[src/design/mfq_pkg.sv]
// ----------------------------------------------------------------------------
// mfq_pkg
// shared types and constants of the three-level feedback queue scheduler
// ----------------------------------------------------------------------------
package mfq_pkg;

  localparam int QUEUE_DEPTH_DEF = 16;
  localparam int ID_BITS_DEF     = 8;
  localparam int AGE_BITS_DEF    = 10;

  localparam int CFG_DATA_BITS  = 10;
  localparam int CFG_INDEX_BITS = 4;
  localparam int QUANT_BITS     = 4;
  localparam int LEVEL_BITS     = 2;
  localparam int REQ_BITS       = 2;

  localparam logic [CFG_INDEX_BITS-1:0] REG_PROMOTE_AGE = 4'd0;
  localparam logic [CFG_INDEX_BITS-1:0] REG_QUANTUM_TOP = 4'd1;
  localparam logic [CFG_INDEX_BITS-1:0] REG_QUANTUM_MID = 4'd2;
  localparam logic [CFG_INDEX_BITS-1:0] REG_QUANTUM_LOW = 4'd3;

  localparam logic [CFG_DATA_BITS-1:0] PROMOTE_AGE_RST = 10'd1000;
  localparam logic [QUANT_BITS-1:0]    QUANTUM_TOP_RST = 4'd4;
  localparam logic [QUANT_BITS-1:0]    QUANTUM_MID_RST = 4'd4;
  localparam logic [QUANT_BITS-1:0]    QUANTUM_LOW_RST = 4'd1;

  localparam logic [REQ_BITS-1:0] REQ_ADD      = 2'd0;
  localparam logic [REQ_BITS-1:0] REQ_TICK     = 2'd1;
  localparam logic [REQ_BITS-1:0] REQ_DISPATCH = 2'd2;

  localparam logic [LEVEL_BITS-1:0] LVL_TOP = 2'd0;
  localparam logic [LEVEL_BITS-1:0] LVL_MID = 2'd1;
  localparam logic [LEVEL_BITS-1:0] LVL_LOW = 2'd2;

  // operation on one queue row in one cycle
  typedef struct packed {
    logic shift;  // drop head, every cell but the last takes its right neighbour
    logic push;   // write an entry at the tail
  } queue_op_t;

endpackage

[src/design/mfq_cell.sv]
// ----------------------------------------------------------------------------
// mfq_cell
// one queue slot: holds an entry, takes its neighbour on shift or new data
// ----------------------------------------------------------------------------
module mfq_cell #(
  parameter int W = 18
) (
  input  logic         clk,
  input  logic         shift,
  input  logic [W-1:0] nbr,
  input  logic         wr,
  input  logic [W-1:0] wdata,
  output logic [W-1:0] q
);

  always_ff @(posedge clk) begin
    if (wr) begin
      q <= wdata;
    end else if (shift) begin
      q <= nbr;
    end
  end

endmodule

[src/design/mfq_queue.sv]
// ----------------------------------------------------------------------------
// mfq_queue
// fifo built as a row of cells, head in cell 0, with a fill count
// ----------------------------------------------------------------------------
module mfq_queue #(
  parameter int DEPTH = 16,
  parameter int W     = 18,
  parameter int FW    = $clog2(DEPTH + 1)
) (
  input  logic               clk,
  input  logic               rst,
  input  mfq_pkg::queue_op_t op,
  input  logic [W-1:0]       wdata,
  output logic [W-1:0]       head,
  output logic [FW-1:0]      fill
);
  import mfq_pkg::*;

  localparam int IW = (DEPTH > 1) ? $clog2(DEPTH) : 1;

  logic [W-1:0]  cells [DEPTH];
  logic [FW-1:0] wr_pos;
  logic [FW-1:0] fill_next;

  // on shift and push together the tail slot moves down by one
  assign wr_pos = op.shift ? fill - FW'(1) : fill;

  genvar k;
  generate
    for (k = 0; k < DEPTH; k++) begin : g_cell
      logic [W-1:0] nbr;
      if (k < DEPTH - 1) begin : g_mid
        assign nbr = cells[k+1];
      end else begin : g_end
        assign nbr = cells[k];
      end
      mfq_cell #(.W(W)) u_cell (
        .clk   (clk),
        .shift (op.shift),
        .nbr   (nbr),
        .wr    (op.push && (wr_pos[IW-1:0] == IW'(k))),
        .wdata (wdata),
        .q     (cells[k])
      );
    end
  endgenerate

  assign head = cells[0];

  always_comb begin
    fill_next = fill;
    if (op.push && !op.shift) begin
      fill_next = fill + FW'(1);
    end else if (op.shift && !op.push) begin
      fill_next = fill - FW'(1);
    end
  end

  always_ff @(posedge clk) begin
    if (rst) begin
      fill <= '0;
    end else begin
      fill <= fill_next;
    end
  end

endmodule

[src/design/multilevel_feedback_scheduler_unit.sv]
// ----------------------------------------------------------------------------
// multilevel_feedback_scheduler_unit
// three-level feedback queue scheduler on rows of shifting cells
// ----------------------------------------------------------------------------
// An add or a dispatch is taken at once and its result beat shows on done
// in the next cycle; busy stays low, so a new command may follow at once. A
// tick walks level 2 and then level 1 one entry per cycle, rotating the head
// of the row to its tail or to the tail of the level above; the level 1 walk
// covers fill_mid as it stands after the level 2 walk, and busy is high
// meanwhile. done lasts one cycle and cannot be held off.
module multilevel_feedback_scheduler_unit #(
  parameter int QUEUE_DEPTH = mfq_pkg::QUEUE_DEPTH_DEF,
  parameter int ID_BITS     = mfq_pkg::ID_BITS_DEF,
  parameter int AGE_BITS    = mfq_pkg::AGE_BITS_DEF
) (
  input  logic                                clk,
  input  logic                                rst,
  input  logic                                start,
  output logic                                busy,
  input  logic [mfq_pkg::REQ_BITS-1:0]        req_type,
  input  logic [ID_BITS-1:0]                  proc_id,
  input  logic [mfq_pkg::LEVEL_BITS-1:0]      level,
  input  logic [AGE_BITS-1:0]                 start_age,
  input  logic                                cfg_valid,
  output logic                                cfg_ready,
  input  logic [mfq_pkg::CFG_INDEX_BITS-1:0]  cfg_index,
  input  logic [mfq_pkg::CFG_DATA_BITS-1:0]   cfg_data,
  output logic                                done,
  output logic                                accepted,
  output logic                                granted,
  output logic [ID_BITS-1:0]                  granted_id,
  output logic [mfq_pkg::LEVEL_BITS-1:0]      granted_level,
  output logic [mfq_pkg::QUANT_BITS-1:0]      quantum,
  output logic                                has_any
);
  import mfq_pkg::*;

  localparam int W  = ID_BITS + AGE_BITS;
  localparam int FW = $clog2(QUEUE_DEPTH + 1);
  localparam int CW = (AGE_BITS > CFG_DATA_BITS) ? AGE_BITS : CFG_DATA_BITS;
  localparam logic [AGE_BITS-1:0] AGE_MAX = '1;
  localparam logic [FW-1:0] FULL = FW'(QUEUE_DEPTH);

  typedef enum logic [1:0] {
    ST_IDLE,
    ST_WALK_LOW,
    ST_WALK_MID
  } state_t;

  state_t state;
  logic [FW-1:0] cnt;

  logic [CFG_DATA_BITS-1:0] promote_age;
  logic [QUANT_BITS-1:0]    quantum_top;
  logic [QUANT_BITS-1:0]    quantum_mid;
  logic [QUANT_BITS-1:0]    quantum_low;

  queue_op_t     op_top, op_mid, op_low;
  logic [W-1:0]  wd_top, wd_mid, wd_low;
  logic [W-1:0]  head_top, head_mid, head_low;
  logic [FW-1:0] fill_top, fill_mid, fill_low;

  mfq_queue #(.DEPTH(QUEUE_DEPTH), .W(W), .FW(FW)) u_top (
    .clk(clk), .rst(rst), .op(op_top), .wdata(wd_top), .head(head_top), .fill(fill_top)
  );
  mfq_queue #(.DEPTH(QUEUE_DEPTH), .W(W), .FW(FW)) u_mid (
    .clk(clk), .rst(rst), .op(op_mid), .wdata(wd_mid), .head(head_mid), .fill(fill_mid)
  );
  mfq_queue #(.DEPTH(QUEUE_DEPTH), .W(W), .FW(FW)) u_low (
    .clk(clk), .rst(rst), .op(op_low), .wdata(wd_low), .head(head_low), .fill(fill_low)
  );

  logic take;
  assign take      = start && !busy;
  assign busy      = (state != ST_IDLE);
  assign cfg_ready = 1'b1;
  assign has_any   = (fill_top != '0) || (fill_mid != '0) || (fill_low != '0);

  // aging of the head entry of the row being walked
  logic [W-1:0]        walk_head;
  logic [AGE_BITS-1:0] walk_age, walk_age_inc;
  logic [FW-1:0]       up_fill;
  logic                promote;

  always_comb begin
    walk_head    = (state == ST_WALK_LOW) ? head_low : head_mid;
    up_fill      = (state == ST_WALK_LOW) ? fill_mid : fill_top;
    walk_age     = walk_head[AGE_BITS-1:0];
    walk_age_inc = (walk_age == AGE_MAX) ? walk_age : walk_age + AGE_BITS'(1);
    promote      = (CW'(walk_age_inc) >= CW'(promote_age)) && (up_fill != FULL);
  end

  logic add_ok;
  assign add_ok = (level == LVL_TOP && fill_top != FULL) ||
                  (level == LVL_MID && fill_mid != FULL) ||
                  (level == LVL_LOW && fill_low != FULL);

  always_comb begin
    op_top = '0;
    op_mid = '0;
    op_low = '0;
    wd_top = {proc_id, start_age};
    wd_mid = {proc_id, start_age};
    wd_low = {proc_id, start_age};
    unique case (state)
      ST_IDLE: begin
        if (take && req_type == REQ_ADD && add_ok) begin
          op_top.push = (level == LVL_TOP);
          op_mid.push = (level == LVL_MID);
          op_low.push = (level == LVL_LOW);
        end else if (take && req_type == REQ_DISPATCH) begin
          op_top.shift = (fill_top != '0);
          op_mid.shift = (fill_top == '0) && (fill_mid != '0);
          op_low.shift = (fill_top == '0) && (fill_mid == '0) && (fill_low != '0);
        end
      end
      ST_WALK_LOW: begin
        if (cnt != '0) begin
          op_low.shift = 1'b1;
          if (promote) begin
            op_mid.push = 1'b1;
            wd_mid      = {walk_head[W-1:AGE_BITS], AGE_BITS'(0)};
          end else begin
            op_low.push = 1'b1;
            wd_low      = {walk_head[W-1:AGE_BITS], walk_age_inc};
          end
        end
      end
      ST_WALK_MID: begin
        if (cnt != '0) begin
          op_mid.shift = 1'b1;
          if (promote) begin
            op_top.push = 1'b1;
            wd_top      = {walk_head[W-1:AGE_BITS], AGE_BITS'(0)};
          end else begin
            op_mid.push = 1'b1;
            wd_mid      = {walk_head[W-1:AGE_BITS], walk_age_inc};
          end
        end
      end
      default: begin
      end
    endcase
  end

  always_ff @(posedge clk) begin
    if (rst) begin
      promote_age <= PROMOTE_AGE_RST;
      quantum_top <= QUANTUM_TOP_RST;
      quantum_mid <= QUANTUM_MID_RST;
      quantum_low <= QUANTUM_LOW_RST;
    end else if (cfg_valid && cfg_ready) begin
      unique case (cfg_index)
        REG_PROMOTE_AGE: promote_age <= cfg_data;
        REG_QUANTUM_TOP: quantum_top <= cfg_data[QUANT_BITS-1:0];
        REG_QUANTUM_MID: quantum_mid <= cfg_data[QUANT_BITS-1:0];
        REG_QUANTUM_LOW: quantum_low <= cfg_data[QUANT_BITS-1:0];
        default: begin
        end
      endcase
    end
  end

  always_ff @(posedge clk) begin
    if (rst) begin
      state         <= ST_IDLE;
      cnt           <= '0;
      done          <= 1'b0;
      accepted      <= 1'b0;
      granted       <= 1'b0;
      granted_id    <= '0;
      granted_level <= '0;
      quantum       <= '0;
    end else begin
      done          <= 1'b0;
      accepted      <= 1'b0;
      granted       <= 1'b0;
      granted_id    <= '0;
      granted_level <= '0;
      quantum       <= '0;
      unique case (state)
        ST_IDLE: begin
          if (take) begin
            priority if (req_type == REQ_TICK) begin
              state <= ST_WALK_LOW;
              cnt   <= fill_low;
            end else if (req_type == REQ_ADD) begin
              done     <= 1'b1;
              accepted <= add_ok;
            end else if (req_type == REQ_DISPATCH) begin
              done <= 1'b1;
              if (fill_top != '0) begin
                granted       <= 1'b1;
                granted_id    <= head_top[W-1:AGE_BITS];
                granted_level <= LVL_TOP;
                quantum       <= quantum_top;
              end else if (fill_mid != '0) begin
                granted       <= 1'b1;
                granted_id    <= head_mid[W-1:AGE_BITS];
                granted_level <= LVL_MID;
                quantum       <= quantum_mid;
              end else if (fill_low != '0) begin
                granted       <= 1'b1;
                granted_id    <= head_low[W-1:AGE_BITS];
                granted_level <= LVL_LOW;
                quantum       <= quantum_low;
              end
            end else begin
              done <= 1'b1;
            end
          end
        end
        ST_WALK_LOW: begin
          if (cnt == '0) begin
            // level 1 walk covers entries promoted from level 2 as well
            state <= ST_WALK_MID;
            cnt   <= fill_mid;
          end else begin
            cnt <= cnt - FW'(1);
          end
        end
        ST_WALK_MID: begin
          if (cnt == '0) begin
            state <= ST_IDLE;
            done  <= 1'b1;
          end else begin
            cnt <= cnt - FW'(1);
          end
        end
        default: state <= ST_IDLE;
      endcase
    end
  end

`ifndef SYNTH
  a_fill_bound: assert property (@(posedge clk) disable iff (rst)
    fill_top <= FULL && fill_mid <= FULL && fill_low <= FULL)
    else $error("queue fill beyond depth");

  a_one_kind: assert property (@(posedge clk) disable iff (rst)
    !(accepted && granted))
    else $error("add and dispatch result in one beat");

  a_done_idle: assert property (@(posedge clk) disable iff (rst)
    done |-> !busy)
    else $error("result beat while walking");

  a_grant_count: assert property (@(posedge clk) disable iff (rst)
    granted |-> $past(fill_top != '0 || fill_mid != '0 || fill_low != '0))
    else $error("grant from empty scheduler");
`endif

endmodule
[config.mk]
export PLATFORM = sky130hd
export DESIGN_NAME = multilevel_feedback_scheduler_unit
export DESIGN_NICKNAME = d
export VERILOG_FILES = /design/src/design/mfq_pkg.sv /design/src/design/mfq_cell.sv /design/src/design/mfq_queue.sv /design/src/design/multilevel_feedback_scheduler_unit.sv
export SDC_FILE = /design/constraint.sdc
export NUM_CORES = 1
export LEC_CHECK = 0
export ABC_AREA = 1
export ABC_CLOCK_PERIOD_IN_PS = 5400
export BUFFER_PORTS_ARGS = -buffer_cell sky130_fd_sc_hd__buf_2
export CELL_PAD_IN_SITES_DETAIL_PLACEMENT = 2
export CELL_PAD_IN_SITES_GLOBAL_PLACEMENT = 2
export CORE_ASPECT_RATIO = 0.9
export CORE_MARGIN = 2
export CORE_UTILIZATION = 41
export DETAILED_ROUTE_END_ITERATION = 10
export PLACE_DENSITY = 0.8
export SYNTH_ARGS = -nofsm -noshare
export SYNTH_HDL_FRONTEND = slang
export SYNTH_SLANG_ARGS = --single-unit
[constraint.sdc]
create_clock -name clk -period 5.4 [get_ports clk]
set_clock_uncertainty 0.15 [all_clocks]
set_input_delay 1.08 -clock clk [delete_from_list [all_inputs] [get_ports clk]]
set_output_delay 1.08 -clock clk [all_outputs]
set_load 0.02 [all_outputs]
# Word level (Yosys, flattened, before mapping)
# Cells that the tools add are included.
[classes]
n_mux = 152
order_cmp = 1
addsub = 8
n_bitwise = 4
reduce_logical = 150
n_eq_ne = 64
[ops]
columns = ["op", "count"]
rows = [
  ["$mux W18", 97],
  ["$reduce_bool A2 Y1", 49],
  ["$eq A4 B4 Y1 const B", 24],
  ["$logic_and A1 B1 Y1", 65],
  ["$mux W5", 11],
  ["$eq A4 B3 Y1 const B", 12],
  ["$pmux W18 S2", 1],
  ["$eq A4 B2 Y1 const B", 8],
  ["$mux W4", 6],
  ["$mux W8", 3],
  ["$mux W1", 20],
  ["$ne A5 B5 Y1 const B", 4],
  ["$reduce_bool A5 Y1", 4],
  ["$sub A5 B1 Y5 const B", 4],
  ["$eq A4 B1 Y1 const B", 4],
  ["$logic_not A4 Y1", 4],
  ["$add A5 B1 Y5 const B", 3],
  ["$logic_not A5 Y1", 3],
  ["$pmux W5 S3", 1],
  ["$mux W2", 6],
  ["$add A10 B1 Y10 const B", 1],
  ["$eq A10 B10 Y1 const B", 1],
  ["$ge A10 B10 Y1", 1],
  ["$mux W10", 1],
  ["other kinds (19)", 46],
]
[word_totals]
out_inout_bits = 20
input_bits = 40
elab_cells = 443
regBits = 925

# Depth between registers and ports, before layout
[depth]
word_depth = 13
depth_mapped = 35
mapped_depth_nobuf = 32

# Cells and area by module
# From an unflattened synthesis, not the netlist that was laid out.
[unflattened]
cells_unflattened = 4665
area_unflattened_um2 = 44052.2
[by_module_without_submodules]
columns = ["module", "area_each_um2", "instances", "seq_area_each_um2", "cells_per_inst"]
rows = [
  ["mfq_cell", 798.3, 48, 540.5, 77],
  ["multilevel_feedback_scheduler_unit", 4113.9, 1, 920.9, 699],
  ["mfq_queue", 540.5, 3, 100.1, 90],
]

# Worst setup path after synthesis
# OpenSTA, ideal clock, no wires.
[synth_timing]
path_kind = "register to register"
startpoint = "register state[1]"
endpoint = "register u_mid.g_cell[15].u_cell.q[0] (enable)"
path_stages_with_launch = 26
setup_time_ns = 0.392
t_required_ns = 4.858
setup_slack_ns = 0.790
synth_period_minus_slack_ns = 4.610
arrival_ns = 4.067
n_path_buf = 4
cell_sequence = "dfxtp_1 -> inv_1 -> ha_1 -> buf_4 -> buf_6 -> nand2_1 -> nand2_1 -> ha_1 -> nand2_1 -> nor2_2 -> nand3_1 -> a21oi_1 -> inv_1 -> ha_1 -> nand2_1 -> nor2_1 -> nand3_1 -> nand3_1 -> buf_2 -> nand3_1 -> nand2_1 -> inv_2 -> nand2_4 -> nand2_4 -> buf_6 -> nor2_1"
[synth_between]
elab_chain_len = 10
elab_cells_between_ends = 29
cone_classes = "1 x add/sub; 1 x order compare; 5 x eq/ne; 13 x mux; 9 x reduce/logical"
[synth_lines]
columns = ["item", "line_no", "rtl"]
rows = [
  ["start: declaration", "multilevel_feedback_scheduler_unit.sv:50", "state_t state;"],
  ["start signal: assignment", "multilevel_feedback_scheduler_unit.sv:166", "state <= ST_IDLE;"],
  ["start signal: assignment", "multilevel_feedback_scheduler_unit.sv:185", "state <= ST_WALK_LOW;"],
  ["start signal: assignment", "multilevel_feedback_scheduler_unit.sv:216", "state <= ST_WALK_MID;"],
  ["$eq A2 B1 Y1 or $reduce_bool A2 Y1 (tied branches)", "-", ""],
  ["$mux W18 or $logic_not A1 Y1 (tied branches)", "multilevel_feedback_scheduler_unit.sv:86, multilevel_feedback_scheduler_unit.sv:74", ""],
  ["$add A10 B1 Y10, or another cell as far along", "multilevel_feedback_scheduler_unit.sv:89", "walk_age_inc = (walk_age == AGE_MAX) ? walk_age : walk_age + AGE_BITS'(1);"],
  ["$mux W10, or another cell as far along", "multilevel_feedback_scheduler_unit.sv:89", ""],
  ["$ge A10 B10 Y1, or another cell as far along", "multilevel_feedback_scheduler_unit.sv:90", "promote = (CW'(walk_age_inc) >= CW'(promote_age)) && (up_fill != FULL);"],
  ["$logic_and A1 B1 Y1 or $mux W1 (tied branches)", "multilevel_feedback_scheduler_unit.sv:90, multilevel_feedback_scheduler_unit.sv:107", ""],
  ["$mux W1, or another cell as far along", "multilevel_feedback_scheduler_unit.sv:132", "if (promote) begin"],
  ["$mux W2, or another cell as far along", "-", ""],
  ["$pmux W1 S3 or $eq A4 B4 Y1 (tied branches)", "multilevel_feedback_scheduler_unit.sv:105, mfq_queue.sv:41", ""],
  ["$logic_and A1 B1 Y1 (*)", "mfq_queue.sv:41", ".wr (op.push && (wr_pos[IW-1:0] == IW'(k))),"],
  ["named net u_mid.g_cell[15].u_cell.wr", "mfq_cell.sv:11", "input logic wr,"],
  ["end signal: assignment", "mfq_cell.sv:18", "q <= wdata;"],
  ["end signal: assignment", "mfq_cell.sv:20", "q <= nbr;"],
  ["end: declaration", "mfq_cell.sv:13", "output logic [W-1:0] q"],
]
# Mark *: on every way through the listed nets, which the timed path passes. The rest lies on a longest branch.
# A chain may end at the register's enable or synchronous reset.

# Worst setup path after layout
[layout_timing]
startpoint = "register state[1]"
endpoint = "register u_mid.g_cell[2].u_cell.q[2], data pin"
[layout_between]
elab_chain_len = 11
elab_cells_between_ends = 35
cone_classes = "1 x add/sub; 1 x order compare; 5 x eq/ne; 19 x mux; 9 x reduce/logical"
[layout_lines]
columns = ["item", "line_no", "rtl"]
rows = [
  ["$eq A2 B1 Y1 or $reduce_bool A2 Y1 (tied branches)", "-", ""],
  ["$mux W18 or $logic_not A1 Y1 (tied branches)", "multilevel_feedback_scheduler_unit.sv:86, multilevel_feedback_scheduler_unit.sv:74", ""],
  ["$add A10 B1 Y10, or another cell as far along", "multilevel_feedback_scheduler_unit.sv:89", ""],
  ["$mux W10, or another cell as far along", "multilevel_feedback_scheduler_unit.sv:89", ""],
  ["$ge A10 B10 Y1, or another cell as far along", "multilevel_feedback_scheduler_unit.sv:90", ""],
  ["$logic_and A1 B1 Y1 or $mux W1 (tied branches)", "multilevel_feedback_scheduler_unit.sv:90, multilevel_feedback_scheduler_unit.sv:107", ""],
  ["$mux W1, or another cell as far along", "multilevel_feedback_scheduler_unit.sv:132", ""],
  ["$mux W2, or another cell as far along", "-", ""],
  ["$pmux W1 S3 or $eq A4 B2 Y1 (tied branches)", "multilevel_feedback_scheduler_unit.sv:105, mfq_queue.sv:41", ""],
  ["$logic_and A1 B1 Y1", "mfq_queue.sv:41", ""],
  ["$mux W18 (*)", "mfq_cell.sv:17", "if (wr) begin"],
  ["end signal: assignment", "mfq_cell.sv:18", ""],
  ["end signal: assignment", "mfq_cell.sv:20", ""],
  ["end: declaration", "mfq_cell.sv:13", ""],
]
# Every way passes the cells marked *; elsewhere a longest branch is shown, timed or not.

==> metrics.csv <==
stage,metric,value,unit
outcome,run status,"complete, no violations",
yosys,ranking of synthesized cells by area,"edfxtp_1 (58%), nand2_1 (18%), nand3_1 (5.0%)",
timing,Hold Fails Final Rpt,0,
placed_design,GP Congestion,0.869,
global_routing,first-pass GRT wire length,198000,um
yosys,Mapped Area,36500,sq um
yosys,Seq cells post-synth,765,
final_layout,Layout area overhead,13.0,%
yosys,ranking of synthesized cells by instance count,"nand2_1 (1770), edfxtp_1 (704), nand3_1 (367)",
power_and_ir_drop,Tot Pwr,25.3,mW
run,Max-Cap Viols,0,
yosys,Post-Syn Instances,3806,
critical_path,crit path kind,reg2reg,
cts,clock root cell,clkbuf_16,
power_and_ir_drop,LEAKAGE,17.5,nW
route,via count,29339,
route,first-pass detailed-route iteration total,5,
critical_path,crit path max fanout,24,
die,Placeable Area,88000,sq um
critical_path,r2r startpoint,state[1],
yosys,Most used DFF post-synth,edfxtp_1,
die,Initial Utilization,41.5,%
yosys,most numerous cell in the Yosys netlist,nand2_1,
timing,fin. max-slew vios,0,
cts,"Reg clk slew, reported paths",0.06,ns
yosys,post-synth net total,3871,
critical_path,"Largest stage delay, worst path",0.49,ns
yosys,Async SR Flop Fraction,0,%
placed_design,Cells after DPL,4945,
die,die area,91400,sq um
route,post-route ant nets,0,
critical_path,WP data arrival,5.43,ns
power_and_ir_drop,Max VDD drop,0.000355,V
cts,clock buffer depth,3,
route,first-iteration detailed-routing DRC count,2496,
yosys,Post-synth EDFFs,704,
critical_path,cell repeated most along the worst path,nand2_1,
die,die height,287,um
cts,CTS tree,yes,
global_routing,largest net degree at the start of global routing,39,
critical_path,Setup crit end kind,register,
yosys,yosys synthesis warning count,0,
power_and_ir_drop,PwrDens,613,nW/um^2
final_layout,layout cells sized above 1,12.2,%
timing,Final min period,5.19,ns
critical_path,reg2reg path depth,22,
global_routing,vias in the first global route,31777,
final_layout,fin util,46.8,%
min_path,WHS Endpoint,quantum_low[2],
timing,final worst slack,0.210,ns
final_layout,fin nets,3981,
die,row count,103,
critical_path,Buf/Inv on CP,4,
timing,Max-slew headroom,16.1,%
yosys,post-synthesis sequential area ratio,61.3,%
cts,CTS Sinks,765,
min_path,Hold Path Cell Cnt,2,
die,io pins,60,
critical_path,critical path required time,5.64,ns
cts,Clock Latency Late Sink,0.66,ns
critical_path,reg-to-reg endpoint,u_mid.g_cell[2].u_cell.q[2],
placed_design,Detail Placement HPWL,83700,um
placed_design,port buffer count,58,
yosys,Unique masters post-synth,51,
min_path,worst min-delay path category,reg2reg,
global_routing,GRT Overall Usage,28.6,%
route,overall routed net length,133000,um
route,WL/cell,25.9,um
route,DRC viols,0,
global_routing,initial antenna violation count,7,
cts,Max H-tree Level,3,
timing,Final Setup Violations,0,
yosys,Synth area leader,edfxtp_1,
global_routing,total gr overflow,0,
timing,Peak Freq,0.193,GHz
critical_path,Crit path max-delay family,simple AND/OR/NAND/NOR gates,
timing,Final period util,96.1,%
critical_path,CP Launch Type,register,
critical_path,Reg2Reg Setup Slack,0.21,ns
yosys,synthesized area per cell,9.59,sq um
cts,CTS Buf Count,83,
critical_path,slowest CP cell,a21oi_1,
timing,Worst Tran Pin Value,1.26,ns
critical_path,cell depth of the worst setup path,22,
cts,CTS Hold Bufs,0,
die,Die Wd,318,um
min_path,hold_sp,quantum_low[2],
critical_path,critical path cell sequence,"inv_1, ha_2, buf_6, nand2_1, nand2_1, ha_1, nand2_1, nor2_4, nand3_1, a21oi_1, inv_1, ha_1, nand2_1, nor2_1, nand3_1, nand3_1, buf_4, nand3_2, a21oi_1, nand2_2, nand3_1, nand2_1",
route,Via density,5.71,
yosys,Synth top area share,57.9,%
final_layout,Final Instance Count excl. Fillers,5139,
placed_design,dpl ws,-0.0737,ns
[power by group]
| group | internal, mW | leakage [nW] | switching (mW) |
|---|---|---|---|
| Combinational | 2.28 | 9.26 | 7.96 |
| Sequential | 8.74 | 6.91 | 0.563 |
| Clock | 3.21 | 1.30 | 2.53 |
| Total | 14.2 | 17.5 | 11.1 |
[registers in the layout, indices dropped and copies added, names as in the netlist, 2 cells and up]
signal and count:
granted_id 8, state 2, u_low.fill 5, quantum 4, granted_level 2, quantum_low 4, u_low.g_cell.u_cell.q 288, quantum_mid 4
u_top.fill 5, u_mid.fill 5, quantum_top 4, u_top.g_cell.u_cell.q 128, cnt 5, u_mid.g_cell.u_cell.q 288, promote_age 10
[routing by layer]
| layer | vias up | GRT usage, % | routed length, um |
|---|---|---|---|
| met3 | 221 | 5.96 | 8720 |
| met4 | 10 | 8.77 | 3390 |
| met2 | 903 | 47.2 | 63700 |
| li1 | 12973 | - | - |
| met1 | 15232 | 37.9 | 57100 |
| met5 | - | 0.930 | 167 |
[area by class of cell]
cell class | instances | area [sq um]
Multi-Input combinational cell | 2690 | 12600
Timing Repair Buffer | 208 | 1560
Sequential cell | 765 | 22400
Antenna cell | 1 | 2.50
Fill cell | 9177 | 46800
Clock inverter | 51 | 424
Tap cell | 1155 | 1450
Clock buffer | 101 | 2210
Inverter | 168 | 672
[metrics by stage]
step | TNS [ns] | instance area, sq um | hold WS, ns
2_1_floorplan | 0 | 36500 | 0.275
3_3_place_gp | 0 | 38000 | 0.294
3_5_place_dp | -2.67 | 38000 | 0.305
4_1_cts | 0 | 40700 | 0.314
5_1_grt | -6.67 | 41200 | 0.341
6_report | 0 | 41200 | 0.316
[timing repair]
item / 4_1_cts / 5_1_grt
gates resized for setup: 11 / 23
pin swaps: 0 / 1
cloned: 0 / 0
endpoints found under the setup margin: 176 / 1287
buffers inserted: 0 / 41
[how the worst max path moves through the flow]
stage / start / to / slack, ns
after floorplan: state[1] / u_mid.g_cell[15].u_cell.q[0] / 0.79
after global placement: state[1] / u_mid.fill[4] / 0.21
after detailed placement: state[1] / u_mid.g_cell[11].u_cell.q[12] / -0.07
after CTS: state[1] / u_low.g_cell[14].u_cell.q[1] / 0.002
after global routing: state[1] / u_mid.g_cell[2].u_cell.q[2] / -0.11
final: state[1] / u_mid.g_cell[2].u_cell.q[2] / 0.21
[worst register-to-register path, stage by stage, from the launching register on]
cell and delay [ns]:
dfxtp_1 0.32, inv_1 0.13, ha_2 0.28, buf_6 0.25
nand2_1 0.13, nand2_1 0.16, ha_1 0.19, nand2_1 0.13
nor2_4 0.23, nand3_1 0.11, a21oi_1 0.22, inv_1 0.07
ha_1 0.28, nand2_1 0.05, nor2_1 0.13, nand3_1 0.10
nand3_1 0.17, buf_4 0.23, nand3_2 0.28, a21oi_1 0.50
nand2_2 0.42, nand3_1 0.29, nand2_1 0.11
[logic make-up after synthesis]
logic type               after synthesis  share of synthesized area, %
AND/OR/NAND/NOR                     2325                          27.9
flip-flops                           765                          61.3
buffers and inverters                351                          4.61
AO/OA/AOI/OAI                        319                          4.89
adder cells (fa/ha/maj)               25                         0.857
XOR/XNOR                              15                         0.360
multiplexers                           5                         0.137
other                                  1                        0.0103
[cell usage in the layout, fill, tap and decap left out, types with 13 or more instances in the layout]
cell type,n
a21oi_1,60
buf_2,58
buf_4,138
clkbuf_16,86
clkinv_1,20
clkinv_2,16
clkinvlp_4,13
dfxtp_1,61
edfxtp_1,704
ha_1,24
inv_1,149
nand2_1,1758
nand2_2,20
nand3_1,366
nand3_2,17
nand4_1,15
nand4_2,15
nor2_1,47
nor2_4,24
nor2_8,18
o21ai_0,168
o21ai_1,23
Note: power is estimated with default switching activity, not from simulation.
